$ cat config.mk
export PLATFORM = sky130hd
export DESIGN_NAME = subtractive_lagged_rng_flat
export DESIGN_NICKNAME = d
export VERILOG_FILES = /design/src/rtl/core/slrng_pkg.sv /design/src/rtl/core/slrng_if.sv /design/src/rtl/core/slrng_seq.sv /design/src/rtl/core/slrng_dp.sv /design/src/rtl/core/subtractive_lagged_rng.sv /design/src/flat_wrapper.sv
export SDC_FILE = /design/constraint.sdc
export NUM_CORES = 2
export LEC_CHECK = 0
export BUFFER_PORTS_ARGS = -buffer_cell sky130_fd_sc_hd__clkbuf_2
export CORE_UTILIZATION = 45
export CTS_CLUSTER_DIAMETER = 120
export CTS_CLUSTER_SIZE = 24
export DETAILED_ROUTE_END_ITERATION = 8
export SETUP_SLACK_MARGIN = 0.02
export SKIP_CTS_REPAIR_TIMING = 1
export SYNTH_ARGS = -nofsm -noshare
export SYNTH_HDL_FRONTEND = slang
export SYNTH_SLANG_ARGS = --single-unit
$ cat constraint.sdc
create_clock -name clk -period 6.5 [get_ports clk]
set_input_delay 0.65 -clock clk [delete_from_list [all_inputs] [get_ports clk]]
set_output_delay 0.65 -clock clk [all_outputs]
set_load 0.02 [all_outputs]
$ cat src/rtl/core/slrng_pkg.sv
`timescale 1ns / 1ps
// ----------------------------------------------------------------------------
// slrng_pkg
// Shared types, constants and helpers of the subtractive lagged RNG.
// ----------------------------------------------------------------------------
package slrng_pkg;

  localparam int TABLE_LEN   = 55;
  localparam int IDX_W       = $clog2(TABLE_LEN);
  localparam int WORD_W      = 32;
  localparam int BASE_W      = 31;
  localparam int BYTE_W      = 8;
  localparam int FILL_STRIDE = 21;
  localparam int MIX_OFFSET  = 30;
  localparam int MIX_PASSES  = 4;
  localparam int BACK_RESET  = 21;
  localparam int FILL_COUNT  = TABLE_LEN - 1;
  localparam int MIX_COUNT   = MIX_PASSES * TABLE_LEN;
  localparam int CNT_W       = $clog2(MIX_COUNT);

  localparam logic [BASE_W-1:0] BASE_RESET = BASE_W'(161803398);
  localparam logic [WORD_W-1:0] FIX_ADD    = 32'h7FFF_FFFF;
  localparam logic [WORD_W-1:0] SEED_MIN   = 32'h8000_0000;

  localparam logic OP_RESEED = 1'b0;
  localparam logic OP_DRAW   = 1'b1;

  // datapath operations, one per microcode step
  typedef enum logic [3:0] {
    DP_NONE,
    DP_SEED_INIT,
    DP_FILL,
    DP_MIX_INIT,
    DP_MIX_RD,
    DP_MIX_WR,
    DP_SEED_END,
    DP_DRAW_RD,
    DP_DRAW_WR
  } dp_op_t;

  typedef struct packed {
    dp_op_t op;
    logic   accept;
  } ctrl_t;

  typedef struct packed {
    logic op_draw;
    logic cnt_zero;
    logic out_free;
  } stat_t;

  // wrapping a - b, then fold a negative result back by 2^31-1
  function automatic logic [WORD_W-1:0] sub_fix(input logic [WORD_W-1:0] a,
                                                input logic [WORD_W-1:0] b);
    logic [WORD_W-1:0] d;
    d = a - b;
    if (d[WORD_W-1]) begin
      d = d + FIX_ADD;
    end
    return d;
  endfunction

  // next ring position, 1..TABLE_LEN
  function automatic logic [IDX_W-1:0] ring_next(input logic [IDX_W-1:0] pos);
    logic [IDX_W-1:0] n;
    if (pos >= IDX_W'(TABLE_LEN)) begin
      n = IDX_W'(1);
    end else begin
      n = pos + IDX_W'(1);
    end
    return n;
  endfunction

endpackage

$ cat src/rtl/core/slrng_if.sv
`timescale 1ns / 1ps
// ----------------------------------------------------------------------------
// slrng_if
// Valid/ready channels for request items and sample items.
// ----------------------------------------------------------------------------
interface slrng_in_if
  import slrng_pkg::*;
  ();
  logic                     valid;
  logic                     ready;
  logic                     op;
  logic signed [WORD_W-1:0] seed;

  modport source (output valid, op, seed, input ready);
  modport sink   (input valid, op, seed, output ready);
endinterface

interface slrng_out_if
  import slrng_pkg::*;
  ();
  logic                     valid;
  logic                     ready;
  logic signed [WORD_W-1:0] sample;
  logic        [BYTE_W-1:0] sample_byte;

  modport source (output valid, sample, sample_byte, input ready);
  modport sink   (input valid, sample, sample_byte, output ready);
endinterface

$ cat src/rtl/core/slrng_seq.sv
`timescale 1ns / 1ps
// ----------------------------------------------------------------------------
// slrng_seq
// Microcode sequencer: step counter, control ROM and jump logic.
// ----------------------------------------------------------------------------
module slrng_seq
  import slrng_pkg::*;
(
  input  logic  clk,
  input  logic  rst_n,
  input  logic  in_valid,
  input  stat_t stat,
  output logic  in_ready,
  output ctrl_t ctrl
);

  typedef logic [3:0] step_t;

  typedef enum logic [1:0] {HOLD_NONE, HOLD_IN, HOLD_OUT} hold_t;
  typedef enum logic [1:0] {JMP_NEXT, JMP_ALWAYS, JMP_DRAW, JMP_LOOP} jump_t;

  typedef struct packed {
    dp_op_t op;
    hold_t  hold;
    jump_t  jump;
    step_t  target;
  } uword_t;

  localparam step_t STEP_WAIT      = 4'd0;
  localparam step_t STEP_BRANCH    = 4'd1;
  localparam step_t STEP_SEED_INIT = 4'd2;
  localparam step_t STEP_FILL      = 4'd3;
  localparam step_t STEP_MIX_INIT  = 4'd4;
  localparam step_t STEP_MIX_RD    = 4'd5;
  localparam step_t STEP_MIX_WR    = 4'd6;
  localparam step_t STEP_SEED_END  = 4'd7;
  localparam step_t STEP_DRAW_RD   = 4'd8;
  localparam step_t STEP_DRAW_WR   = 4'd9;

  function automatic uword_t ucode_rom(input step_t s);
    uword_t w;
    unique case (s)
      STEP_WAIT:      w = '{DP_NONE,      HOLD_IN,   JMP_NEXT,   STEP_WAIT};
      STEP_BRANCH:    w = '{DP_NONE,      HOLD_NONE, JMP_DRAW,   STEP_DRAW_RD};
      STEP_SEED_INIT: w = '{DP_SEED_INIT, HOLD_NONE, JMP_NEXT,   STEP_WAIT};
      STEP_FILL:      w = '{DP_FILL,      HOLD_NONE, JMP_LOOP,   STEP_FILL};
      STEP_MIX_INIT:  w = '{DP_MIX_INIT,  HOLD_NONE, JMP_NEXT,   STEP_WAIT};
      STEP_MIX_RD:    w = '{DP_MIX_RD,    HOLD_NONE, JMP_NEXT,   STEP_WAIT};
      STEP_MIX_WR:    w = '{DP_MIX_WR,    HOLD_NONE, JMP_LOOP,   STEP_MIX_RD};
      STEP_SEED_END:  w = '{DP_SEED_END,  HOLD_NONE, JMP_ALWAYS, STEP_WAIT};
      STEP_DRAW_RD:   w = '{DP_DRAW_RD,   HOLD_NONE, JMP_NEXT,   STEP_WAIT};
      STEP_DRAW_WR:   w = '{DP_DRAW_WR,   HOLD_OUT,  JMP_ALWAYS, STEP_WAIT};
      default:        w = '{DP_NONE,      HOLD_NONE, JMP_ALWAYS, STEP_WAIT};
    endcase
    return w;
  endfunction

  step_t  step_r, step_nxt;
  uword_t uw;
  logic   stall;
  logic   taken;

  always_comb begin
    uw       = ucode_rom(step_r);
    stall    = ((uw.hold == HOLD_IN) && !in_valid) ||
               ((uw.hold == HOLD_OUT) && !stat.out_free);
    in_ready = (uw.hold == HOLD_IN);

    case (uw.jump)
      JMP_NEXT:   taken = 1'b0;
      JMP_ALWAYS: taken = 1'b1;
      JMP_DRAW:   taken = stat.op_draw;
      JMP_LOOP:   taken = !stat.cnt_zero;
      default:    taken = 1'b0;
    endcase

    ctrl.op     = stall ? DP_NONE : uw.op;
    ctrl.accept = in_ready && in_valid;

    if (stall) begin
      step_nxt = step_r;
    end else if (taken) begin
      step_nxt = uw.target;
    end else begin
      step_nxt = step_r + 4'd1;
    end
  end

  always_ff @(posedge clk) begin
    if (!rst_n) begin
      step_r <= STEP_WAIT;
    end else begin
      step_r <= step_nxt;
    end
  end

  a_step_range: assert property (@(posedge clk) disable iff (!rst_n)
    step_r <= STEP_DRAW_WR)
    else $error("sequencer step outside program");

  a_accept_branch: assert property (@(posedge clk) disable iff (!rst_n)
    ctrl.accept |=> (step_r == STEP_BRANCH))
    else $error("accepted item not followed by dispatch");

  a_draw_out_free: assert property (@(posedge clk) disable iff (!rst_n)
    (ctrl.op == DP_DRAW_WR) |-> stat.out_free)
    else $error("draw result issued into a full output register");

endmodule

$ cat src/rtl/core/slrng_dp.sv
`timescale 1ns / 1ps
// ----------------------------------------------------------------------------
// slrng_dp
// Datapath: lag table memory, fill and mix registers, ring indices and the
// output register.
// ----------------------------------------------------------------------------
module slrng_dp
  import slrng_pkg::*;
(
  input  logic              clk,
  input  logic              rst_n,
  input  ctrl_t             ctrl,
  input  logic              in_op,
  input  logic [WORD_W-1:0] in_seed,
  input  logic              cfg_we,
  input  logic [BASE_W-1:0] cfg_wdata,
  input  logic              out_ready,
  output stat_t             stat,
  output logic              out_valid,
  output logic [WORD_W-1:0] out_sample
);

  logic [WORD_W-1:0]    mem [TABLE_LEN];
  logic [TABLE_LEN-1:0] vld_r;

  logic [BASE_W-1:0] seed_base_r;
  logic              op_r;
  logic [WORD_W-1:0] seed_r;
  logic [WORD_W-1:0] prev_r, cur_r;
  logic [IDX_W-1:0]  p_r, p_nxt;
  logic [CNT_W-1:0]  cnt_r;
  logic [IDX_W-1:0]  front_r, back_r;
  logic [IDX_W-1:0]  front_nxt, back_nxt;
  logic [WORD_W-1:0] rd_a_r, rd_b_r;
  logic              out_valid_r;
  logic [WORD_W-1:0] sample_r;

  logic [WORD_W-1:0] mag;
  logic [WORD_W-1:0] seed_val;
  logic [WORD_W-1:0] fix_val;
  logic [IDX_W:0]    fill_sum;
  logic [IDX_W:0]    mix_sum;
  logic [IDX_W-1:0]  mix_q;
  logic              mem_we;
  logic              mem_re;
  logic [IDX_W-1:0]  waddr, ra, rb;
  logic [WORD_W-1:0] wdata;

  always_comb begin
    if (seed_r == SEED_MIN) begin
      mag = FIX_ADD;
    end else if (seed_r[WORD_W-1]) begin
      mag = -seed_r;
    end else begin
      mag = seed_r;
    end
    seed_val = {1'b0, seed_base_r} - mag;
    fix_val  = sub_fix(rd_a_r, rd_b_r);

    // stride walk and mix partner, both modulo the table length
    fill_sum = {1'b0, p_r} + (IDX_W+1)'(FILL_STRIDE);
    p_nxt    = (fill_sum >= (IDX_W+1)'(TABLE_LEN)) ?
               IDX_W'(fill_sum - (IDX_W+1)'(TABLE_LEN)) : IDX_W'(fill_sum);
    mix_sum  = {1'b0, p_r} + (IDX_W+1)'(MIX_OFFSET + 1);
    mix_q    = (mix_sum >= (IDX_W+1)'(TABLE_LEN)) ?
               IDX_W'(mix_sum - (IDX_W+1)'(TABLE_LEN)) : IDX_W'(mix_sum);

    front_nxt = ring_next(front_r);
    back_nxt  = ring_next(back_r);

    mem_we = 1'b0;
    mem_re = 1'b0;
    waddr  = '0;
    wdata  = fix_val;
    ra     = '0;
    rb     = '0;
    unique case (ctrl.op)
      DP_SEED_INIT: begin
        mem_we = 1'b1;
        waddr  = IDX_W'(TABLE_LEN - 1);
        wdata  = seed_val;
      end
      DP_FILL: begin
        mem_we = 1'b1;
        waddr  = p_r - IDX_W'(1);
        wdata  = cur_r;
      end
      DP_MIX_RD: begin
        mem_re = 1'b1;
        ra     = p_r;
        rb     = mix_q;
      end
      DP_MIX_WR: begin
        mem_we = 1'b1;
        waddr  = p_r;
      end
      DP_DRAW_RD: begin
        mem_re = 1'b1;
        ra     = front_nxt - IDX_W'(1);
        rb     = back_nxt - IDX_W'(1);
      end
      DP_DRAW_WR: begin
        mem_we = 1'b1;
        waddr  = front_r - IDX_W'(1);
      end
      default: begin
        mem_we = 1'b0;
      end
    endcase
  end

  // table memory; an entry never written reads as zero
  // hold the read words while a draw waits on the output register
  always_ff @(posedge clk) begin
    if (mem_we) begin
      mem[waddr] <= wdata;
    end
    if (mem_re) begin
      rd_a_r <= vld_r[ra] ? mem[ra] : '0;
      rd_b_r <= vld_r[rb] ? mem[rb] : '0;
    end
  end

  always_ff @(posedge clk) begin
    if (!rst_n) begin
      vld_r       <= '0;
      seed_base_r <= BASE_RESET;
      front_r     <= '0;
      back_r      <= IDX_W'(BACK_RESET);
      out_valid_r <= 1'b0;
    end else begin
      if (mem_we) begin
        vld_r[waddr] <= 1'b1;
      end
      if (cfg_we) begin
        seed_base_r <= cfg_wdata;
      end
      if (ctrl.op == DP_SEED_END) begin
        front_r <= '0;
        back_r  <= IDX_W'(BACK_RESET);
      end else if (ctrl.op == DP_DRAW_RD) begin
        front_r <= front_nxt;
        back_r  <= back_nxt;
      end
      if (ctrl.op == DP_DRAW_WR) begin
        out_valid_r <= 1'b1;
      end else if (out_ready) begin
        out_valid_r <= 1'b0;
      end
    end
  end

  always_ff @(posedge clk) begin
    if (ctrl.accept) begin
      op_r   <= in_op;
      seed_r <= in_seed;
    end
    unique case (ctrl.op)
      DP_SEED_INIT: begin
        prev_r <= seed_val;
        cur_r  <= WORD_W'(1);
        p_r    <= IDX_W'(FILL_STRIDE);
        cnt_r  <= CNT_W'(FILL_COUNT - 1);
      end
      DP_FILL: begin
        prev_r <= cur_r;
        cur_r  <= sub_fix(prev_r, cur_r);
        p_r    <= p_nxt;
        cnt_r  <= cnt_r - CNT_W'(1);
      end
      DP_MIX_INIT: begin
        p_r   <= '0;
        cnt_r <= CNT_W'(MIX_COUNT - 1);
      end
      DP_MIX_WR: begin
        p_r   <= (p_r == IDX_W'(TABLE_LEN - 1)) ? '0 : p_r + IDX_W'(1);
        cnt_r <= cnt_r - CNT_W'(1);
      end
      DP_DRAW_WR: begin
        sample_r <= fix_val;
      end
      default: begin
        cnt_r <= cnt_r;
      end
    endcase
  end

  assign stat.op_draw  = (op_r == OP_DRAW);
  assign stat.cnt_zero = (cnt_r == '0);
  assign stat.out_free = !out_valid_r || out_ready;
  assign out_valid     = out_valid_r;
  assign out_sample    = sample_r;

  a_draw_sets_valid: assert property (@(posedge clk) disable iff (!rst_n)
    (ctrl.op == DP_DRAW_WR) |=> out_valid_r)
    else $error("draw did not load the output register");

  a_fill_pos: assert property (@(posedge clk) disable iff (!rst_n)
    (ctrl.op == DP_FILL) |-> ((p_r != '0) && (p_r < IDX_W'(TABLE_LEN))))
    else $error("fill position left the ring");

  a_ring_range: assert property (@(posedge clk) disable iff (!rst_n)
    (front_r <= IDX_W'(TABLE_LEN)) && (back_r != '0) &&
    (back_r <= IDX_W'(TABLE_LEN)))
    else $error("ring index out of range");

endmodule

$ cat src/rtl/core/subtractive_lagged_rng.sv
`timescale 1ns / 1ps
// ----------------------------------------------------------------------------
// subtractive_lagged_rng
// 55-word subtractive lagged-Fibonacci generator with reseed and draw items.
// ----------------------------------------------------------------------------
// A microcoded sequencer steps a small datapath around one 55-word table
// memory (one write port, two registered read ports). A draw item steps
// through accept, dispatch, read both lagged words, subtract and write back
// into the output register; that last step waits while the output register
// still holds an untaken sample. The sample is offered while the next item is
// already being taken. A reseed item returns nothing: accept, dispatch and
// seed init, one table write for each of the other 54 words, a mix start,
// 4 x 55 mix steps (read both words, then write), and a step that resets the
// ring indices. Table entries never written read as zero, so no clearing
// pass is needed after reset. The user must write seed_base through
// cfg_we/cfg_wdata while the block is idle; the block does not enforce it.
module subtractive_lagged_rng
  import slrng_pkg::*;
(
  input  logic              clk,
  input  logic              rst_n,
  slrng_in_if.sink          in_ch,
  slrng_out_if.source       out_ch,
  input  logic              cfg_we,
  input  logic [BASE_W-1:0] cfg_wdata
);

  ctrl_t             ctrl;
  stat_t             stat;
  logic              in_ready;
  logic              out_valid;
  logic [WORD_W-1:0] out_sample;

  slrng_seq u_seq (
    .clk      (clk),
    .rst_n    (rst_n),
    .in_valid (in_ch.valid),
    .stat     (stat),
    .in_ready (in_ready),
    .ctrl     (ctrl)
  );

  slrng_dp u_dp (
    .clk        (clk),
    .rst_n      (rst_n),
    .ctrl       (ctrl),
    .in_op      (in_ch.op),
    .in_seed    (in_ch.seed),
    .cfg_we     (cfg_we),
    .cfg_wdata  (cfg_wdata),
    .out_ready  (out_ch.ready),
    .stat       (stat),
    .out_valid  (out_valid),
    .out_sample (out_sample)
  );

  assign in_ch.ready        = in_ready;
  assign out_ch.valid       = out_valid;
  assign out_ch.sample      = out_sample;
  assign out_ch.sample_byte = out_sample[BYTE_W-1:0];

endmodule

$ cat src/flat_wrapper.sv
// flat-port wrapper written by rule: the top's interface ports become plain ports
module subtractive_lagged_rng_flat import slrng_pkg::*;
  (clk, rst_n, cfg_we, cfg_wdata, in_ch_valid, in_ch_op, in_ch_seed, in_ch_ready, out_ch_valid, out_ch_sample, out_ch_sample_byte, out_ch_ready);
  slrng_in_if in_ch_i ();
  slrng_out_if out_ch_i ();
  input  logic clk;
  input  logic rst_n;
  input  logic cfg_we;
  input  logic [BASE_W-1:0] cfg_wdata;
  input wire logic [$bits(in_ch_i.valid)-1:0] in_ch_valid;
  input wire logic [$bits(in_ch_i.op)-1:0] in_ch_op;
  input wire logic [$bits(in_ch_i.seed)-1:0] in_ch_seed;
  output wire logic [$bits(in_ch_i.ready)-1:0] in_ch_ready;
  output wire logic [$bits(out_ch_i.valid)-1:0] out_ch_valid;
  output wire logic [$bits(out_ch_i.sample)-1:0] out_ch_sample;
  output wire logic [$bits(out_ch_i.sample_byte)-1:0] out_ch_sample_byte;
  input wire logic [$bits(out_ch_i.ready)-1:0] out_ch_ready;
  assign in_ch_i.valid = in_ch_valid;
  assign in_ch_i.op = in_ch_op;
  assign in_ch_i.seed = in_ch_seed;
  assign in_ch_ready = in_ch_i.ready;
  assign out_ch_valid = out_ch_i.valid;
  assign out_ch_sample = out_ch_i.sample;
  assign out_ch_sample_byte = out_ch_i.sample_byte;
  assign out_ch_i.ready = out_ch_ready;
  subtractive_lagged_rng u_core (.clk(clk), .rst_n(rst_n), .in_ch(in_ch_i), .out_ch(out_ch_i), .cfg_we(cfg_we), .cfg_wdata(cfg_wdata));
endmodule
* Word-level counts from Yosys, hierarchy flattened *
Memory sizes are Yosys's and may differ from the RTL's. A register that Yosys moved wholly into a read port is not among the register bits.
Cells that the tools add are included.

operators by class
  add/sub/neg operators = 19
  $lt $le $gt $ge = 8
  equal/unequal tests = 15
  multiplexer cells = 34
  bitwise logic cells = 2
  reduce and logical (&&, ||, !) cells = 22

operators with widths
  kind                                                                           number
  32-bit one-hot mux with 2 select lines                                         3
  32-bit two-way mux                                                             4
  32-bit by 31-bit adder with 32-bit output (second input constant)              2
  32-bit subtractor                                                              2
  55-bit OR                                                                      1
  6-bit one-hot mux with 4 select lines                                          2
  32-bit == test (second input constant)                                         1
  32-bit negator                                                                 1
  31-bit by 32-bit subtractor with 32-bit output                                 1
  6-bit two-way mux                                                              5
  6-bit one-hot mux with 2 select lines                                          2
  8-bit one-hot mux with 3 select lines                                          1
  6-bit by 1-bit subtractor with 6-bit output (second input constant)            4
  6-bit by 7-bit less-than comparator with 1-bit output (second input constant)  3
  6-bit by 1-bit adder with 6-bit output (second input constant)                 3
  4-bit by 3-bit == test with 1-bit output (second input constant)               4
  4-bit two-way mux                                                              4
  6-bit by 5-bit adder with 7-bit output (second input constant)                 2
  7-bit by 6-bit >= comparator with 1-bit output (second input constant)         2
  1-bit binary-select mux with 6-bit select                                      2
  6-bit >= comparator (second input constant)                                    2
  6-bit subtractor (second input constant)                                       2
  1-bit two-way mux                                                              9
  4-bit by 2-bit == test with 1-bit output (second input constant)               2
  21 further kinds                                                               36

storage, ports and cells
  bits in registers = 246
  bits in writable memories = 1,760
  memory bits (read-only) = 192
  output and inout bits = 42
  word-level logic and storage cells = 115
  memories = 2

memories
  name              words  width  rd ports  clocked after Yosys merged registers in  wr ports  RTL line         RTL
  u_core.u_dp.mem   55     32     2         2                                        1         slrng_dp.sv:23   logic [WORD_W-1:0] mem [TABLE_LEN];
  (name not given)  16     12     1         1                                        0         slrng_seq.sv:42  unique case (s)

* Logic depth before layout (Yosys ltp) *
  word-level depth = 13
  depth in mapped cells = 25
  gate-level depth less buffers = 24

* Hierarchy *
A second synthesis with hierarchy kept.

second synthesis, totals
  cell total of the unflattened synthesis = 8,590
  area, all modules = 104,355.1 um^2

modules (own cells, without submodules)
  module                  instances  cells an instance  area an instance (um^2)  seq. area each (um^2)
  slrng_dp                1          8,494              103,473.0                61,048.6
  slrng_seq               1          88                 822.0                    300.3
  subtractive_lagged_rng  1          8                  60.1                     0.0

* Worst setup path after synthesis *
No wires, ideal clock.

  path type = register to register
  start point = reg u_core.u_dp.seed_r[1]
  end point = mem u_core.u_dp.mem[0][28] (data pin)
  setup time = 0.517 ns
  arrival = 6.478 ns
  setup slack = -0.495 ns
  stages on the path, launching flop included = 26
  clock period less this slack = 6.995 ns
  cell sequence = edfxtp_1 -> inv_1 -> ha_1 -> nand2_1 -> or3_1 -> nand2b_1 -> or2_2 -> nand2b_1 -> or3_1 -> nor2_1 -> clkbuf_1 -> clkbuf_1 -> nor2_1 -> ha_1 -> nand2_1 -> o21ai_0 -> a21o_1 -> a21o_1 -> nand2_1 -> and2_1 -> o31ai_1 -> o31ai_1 -> nor2b_1 -> nand2b_1 -> a211o_1 -> o221ai_1

on the way
  cells in the longest elaborated chain, start to end = 5

RTL lines
  item                                              RTL line         RTL
  start, declared                                   slrng_dp.sv:28   logic [WORD_W-1:0] seed_r;
  start signal, assigned                            slrng_dp.sv:156  seed_r <= in_seed;
  32-bit negator                                    slrng_dp.sv:53   mag = -seed_r;
  32-bit two-way mux                                slrng_dp.sv:52   end else if (seed_r[WORD_W-1]) begin
  32-bit two-way mux *                              slrng_dp.sv:50   if (seed_r == SEED_MIN) begin
  31-bit by 32-bit subtractor with 32-bit output *  slrng_dp.sv:57   seed_val = {1'b0, seed_base_r} - mag;
  32-bit one-hot mux with 2 select lines *          slrng_dp.sv:77   unique case (ctrl.op)
  net u_core.u_dp.wdata[28]                         slrng_dp.sv:47   logic [WORD_W-1:0] wdata;
  end, declared                                     slrng_dp.sv:23

The timed path passes the listed nets; every way through them passes the cells marked *.

* Worst setup path after layout *
  start point = reg u_core.u_dp.seed_r[1]
  end point = mem u_core.u_dp.mem[27][29] (data pin)

The elaborated chain is that of the path after synthesis.

==> out/metrics.cfg <==
[clocking]
cts_buffers=97
clk-insertion-delay-late_ns=0.82
cts.sinks=2081
cts_max_level=3
clk_path_buf_depth=3
cts-root-buf=clkbuf_16
cts_tree=built
cts.clk_slew.worst_paths_ns=0.11

[sta]
postLayoutSetupSlackWorst_ns=0.374
worst_pin_slew_ns=1.55
post-route-period-util_pct=94.2
relSlewSlack_pct=-5.17
rsz0062_at_grt=no
drv_slew=2
clock_skew_ns=0.0448
max_freq_mhz=163
fin_crit_ns=6.13
finalHoldViolations=0
setup_violations=0

[worst_setup_path]
crit_path_end_kind=flop
cp_max_fo=55
critPathSlowestCell=o31a_1
path_class=reg2reg
crit_arrival_ns=6.63
cp_cell_sequence=inv_1 -> ha_1 -> nand2_1 -> or3_4 -> nand2b_4 -> or2_4 -> nand2b_4 -> or3_4 -> nor2_4 -> buf_4 -> nor2_1 -> ha_1 -> a21o_1 -> a21oi_1 -> o21ai_0 -> a21oi_1 -> o221ai_1 -> o31a_1 -> o31a_1 -> a221oi_1 -> xor2_1 -> o21ai_0 -> a21o_1 -> buf_12
cpPeakStageDelay_ns=0.41
required_ns=7.00
worstSetupStartpointType=flop
path_buf_inv=3
critical_path.top_delay_family=compound AO/OA/AOI/OAI gates

[power_and_ir_drop]
power_leakage_nw=40.0
seqPwrFrac_pct=43.3
clkPwrFrac_pct=16.6
power_frac_comb_pct=40.1
total_power_mw=44.0
internal_power_mw=26.4
swShare_pct=40.1
p_per_area_mw_per_mm2=384
power.switching_mw=17.7
irDropWorstVdd_uv=295

[global_routing]
first_global_vias=81956
antenna_found_initial=20
grt_pass1_wl_um=576000
grt_max_degree=161
grt-ovfl-total=0
grt_util_all_layers_pct=33.3

[floorplanning]
initial_core_util_pct=45.4
die_area_mm2=0.237
die_h_um=487
fp.dieW_um=487
ios=111
core_mm2=0.233
rows=177

[synthesis]
async_flop_share_pct=0
syn_avg_cell_area_um2=10.3
ys_seq_area_share_pct=57.9
synth_ff_type=edfxtp_1
yosys.cell_count.top_type=nand2_1
synthesis.area_mm2=0.106
synth_area_leader_cell=edfxtp_1
synth_edf_count=1967
synth.top_cell.area_share_pct=55.7
synth_cell_types=95
synthCells=10309
synthTopCellsByArea=edfxtp_1 (56%), nand2_1 (11%), a311oi_1 (4.1%)
ys.warnings.count=0
synth_common_cells=nand2_1 (3043), edfxtp_1 (1967), nand3_1 (791)
syn-num-nets=10493
synth_seq_cells=2081

[final_layout]
multi_input_area_mm2=0.0418
design_area_mm2=0.115
regArea_mm2=0.0613
nNetsFinal=10236
nFillCells=20828
drive_gt1_share_pct=7.73
area_growth_pct=8.26

[drt]
routedWlPerCell_um=30.7
drt-initial-drc-count=14164
drc=0
via_per_inst=6.67
via_count=88409
first_pass_iters=9
wl_um=407000
ant_nets=0

[placement]
place.gp.congestion=0.933
dp_hpwl_um=235000
port-buffer-count=110
place_area_mm2=0.112
place_ws_ns=0.358

[job]
maxCapViolations=1

[run_status]
status=finished with violations
violations=max-capacitance violations, max-slew violations

[worst_hold_path]
holdCritPathClass=in2reg

==> layer usage <==
metal / global-route usage [%] / wire length, µm
met5: 0 / 52
met4: 14.5 / 19200
met3: 7.62 / 53500
met2: 50.7 / 180000
met1: 45.3 / 155000
==> cells in the final DEF (no fill, tap or decap), drive strengths merged, types with 16 or more instances in the layout <==
cell and instances:
nand2 3043, edfxtp 1967, nand3 791, a311oi 494, and3 435, nor2 370, buf 346, clkbuf 257
a31oi 239, o21ai 194, a21oi 147, nor3 142, mux2i 120, inv 118, xnor2 115, dfxtp 114
ha 112, o22ai 103, o21a 82, a21o 80, mux4 69, xor2 66, o211ai 60, nor2b 46
o221ai 39, a221oi 38, a2111oi 38, o311ai 37, or3 35, o311a 34, a32oi 33, o31a 31
nand2b 31, and4 27, and2 26, nand4 20, o31ai 19, nor4 16, or2 16
==> cells by family (layout without fill, tap and decap cells) <==
group           after synthesis  in the layout  share of synthesized area (%)
compound gates             1772           1772                           12.4
xor+xnor                    181            181                           1.50
fa+ha+maj                   116            116                           1.39
buf+inv                     927            724                           3.44
flops                      2081           2081                           57.9
mux                         190            190                           2.61
other cells                   0              7                              0
simple gates               5042           5042                           20.8
==> sequential cells by signal, indices dropped and copies added (netlist names), 4 cells and up <==
signal                   count
u_core.u_dp.seed_r          32
u_core.u_dp.back_r           6
u_core.u_seq.step_r          4
u_core.u_dp.rd_a_r          32
u_core.u_dp.front_r          6
u_core.u_dp.cur_r           32
u_core.u_dp.out_sample      32
u_core.u_dp.prev_r          32
u_core.u_dp.seed_base_r     31
u_core.u_dp.rd_b_r          32
u_core.u_dp.p_r              6
u_core.u_dp.cnt_r            8
u_core.u_dp.vld_r           55
u_core.u_seq.uw             11
u_core.u_dp.mem           1760
==> worst paths after layout <==
kind	start	to	slack (ns)	cells past startpoint
max reg2reg	u_core.u_dp.seed_r[1]$_DFFE_PP_	u_core.u_dp.mem[27][29]$_DFFE_PP_	0.37	24
min reg2reg	u_core.u_dp.vld_r[34]$_SDFFE_PN0N_	u_core.u_dp.vld_r[34]$_SDFFE_PN0N_	0.50	1
max	u_core.u_dp.seed_r[1]$_DFFE_PP_	u_core.u_dp.mem[27][29]$_DFFE_PP_	0.37	24
min	in_ch_seed[27]	u_core.u_dp.seed_r[27]$_DFFE_PP_	0.009	1
==> power by group through the flow <==
stage          Sequential [mW]  Clock (mW)  Combinational, mW
2_1_floorplan             19.4           0               9.96
3_3_place_gp              19.3           0               16.9
3_5_place_dp              19.4           0               17.1
4_1_cts                   19.1        7.35               17.2
5_1_grt                   19.2        7.75               18.6
6_report                  19.1        7.31               17.7
==> metrics by stage <==
stage / utilization, % / setup TNS (ns) / instances / hold WS (ns)
3_5_place_dp: 48.0 / 0 / 13083 / 0.475
5_1_grt: 49.2 / 0 / 13241 / 0.00457
4_1_cts: 49.1 / 0 / 13236 / -0.0488
3_3_place_gp: 48.0 / 0 / 13083 / 0.467
6_report: 49.2 / 0 / 13245 / 0.00940
2_1_floorplan: - / -1.89 / 10309 / 0.446
==> cell type report <==
class | instances | share of cell area [%]
multi-input cells | 7301 | 36.4
repair buffers | 457 | 3.89
diodes | 7 | 0.0153
inverters | 114 | 0.373
flip-flops and latches | 2081 | 53.5
clock buffers | 148 | 2.37
clock inverters | 5 | 0.0458
well taps | 3132 | 3.42
No activity file was read; power rests on OpenSTA's default activity.
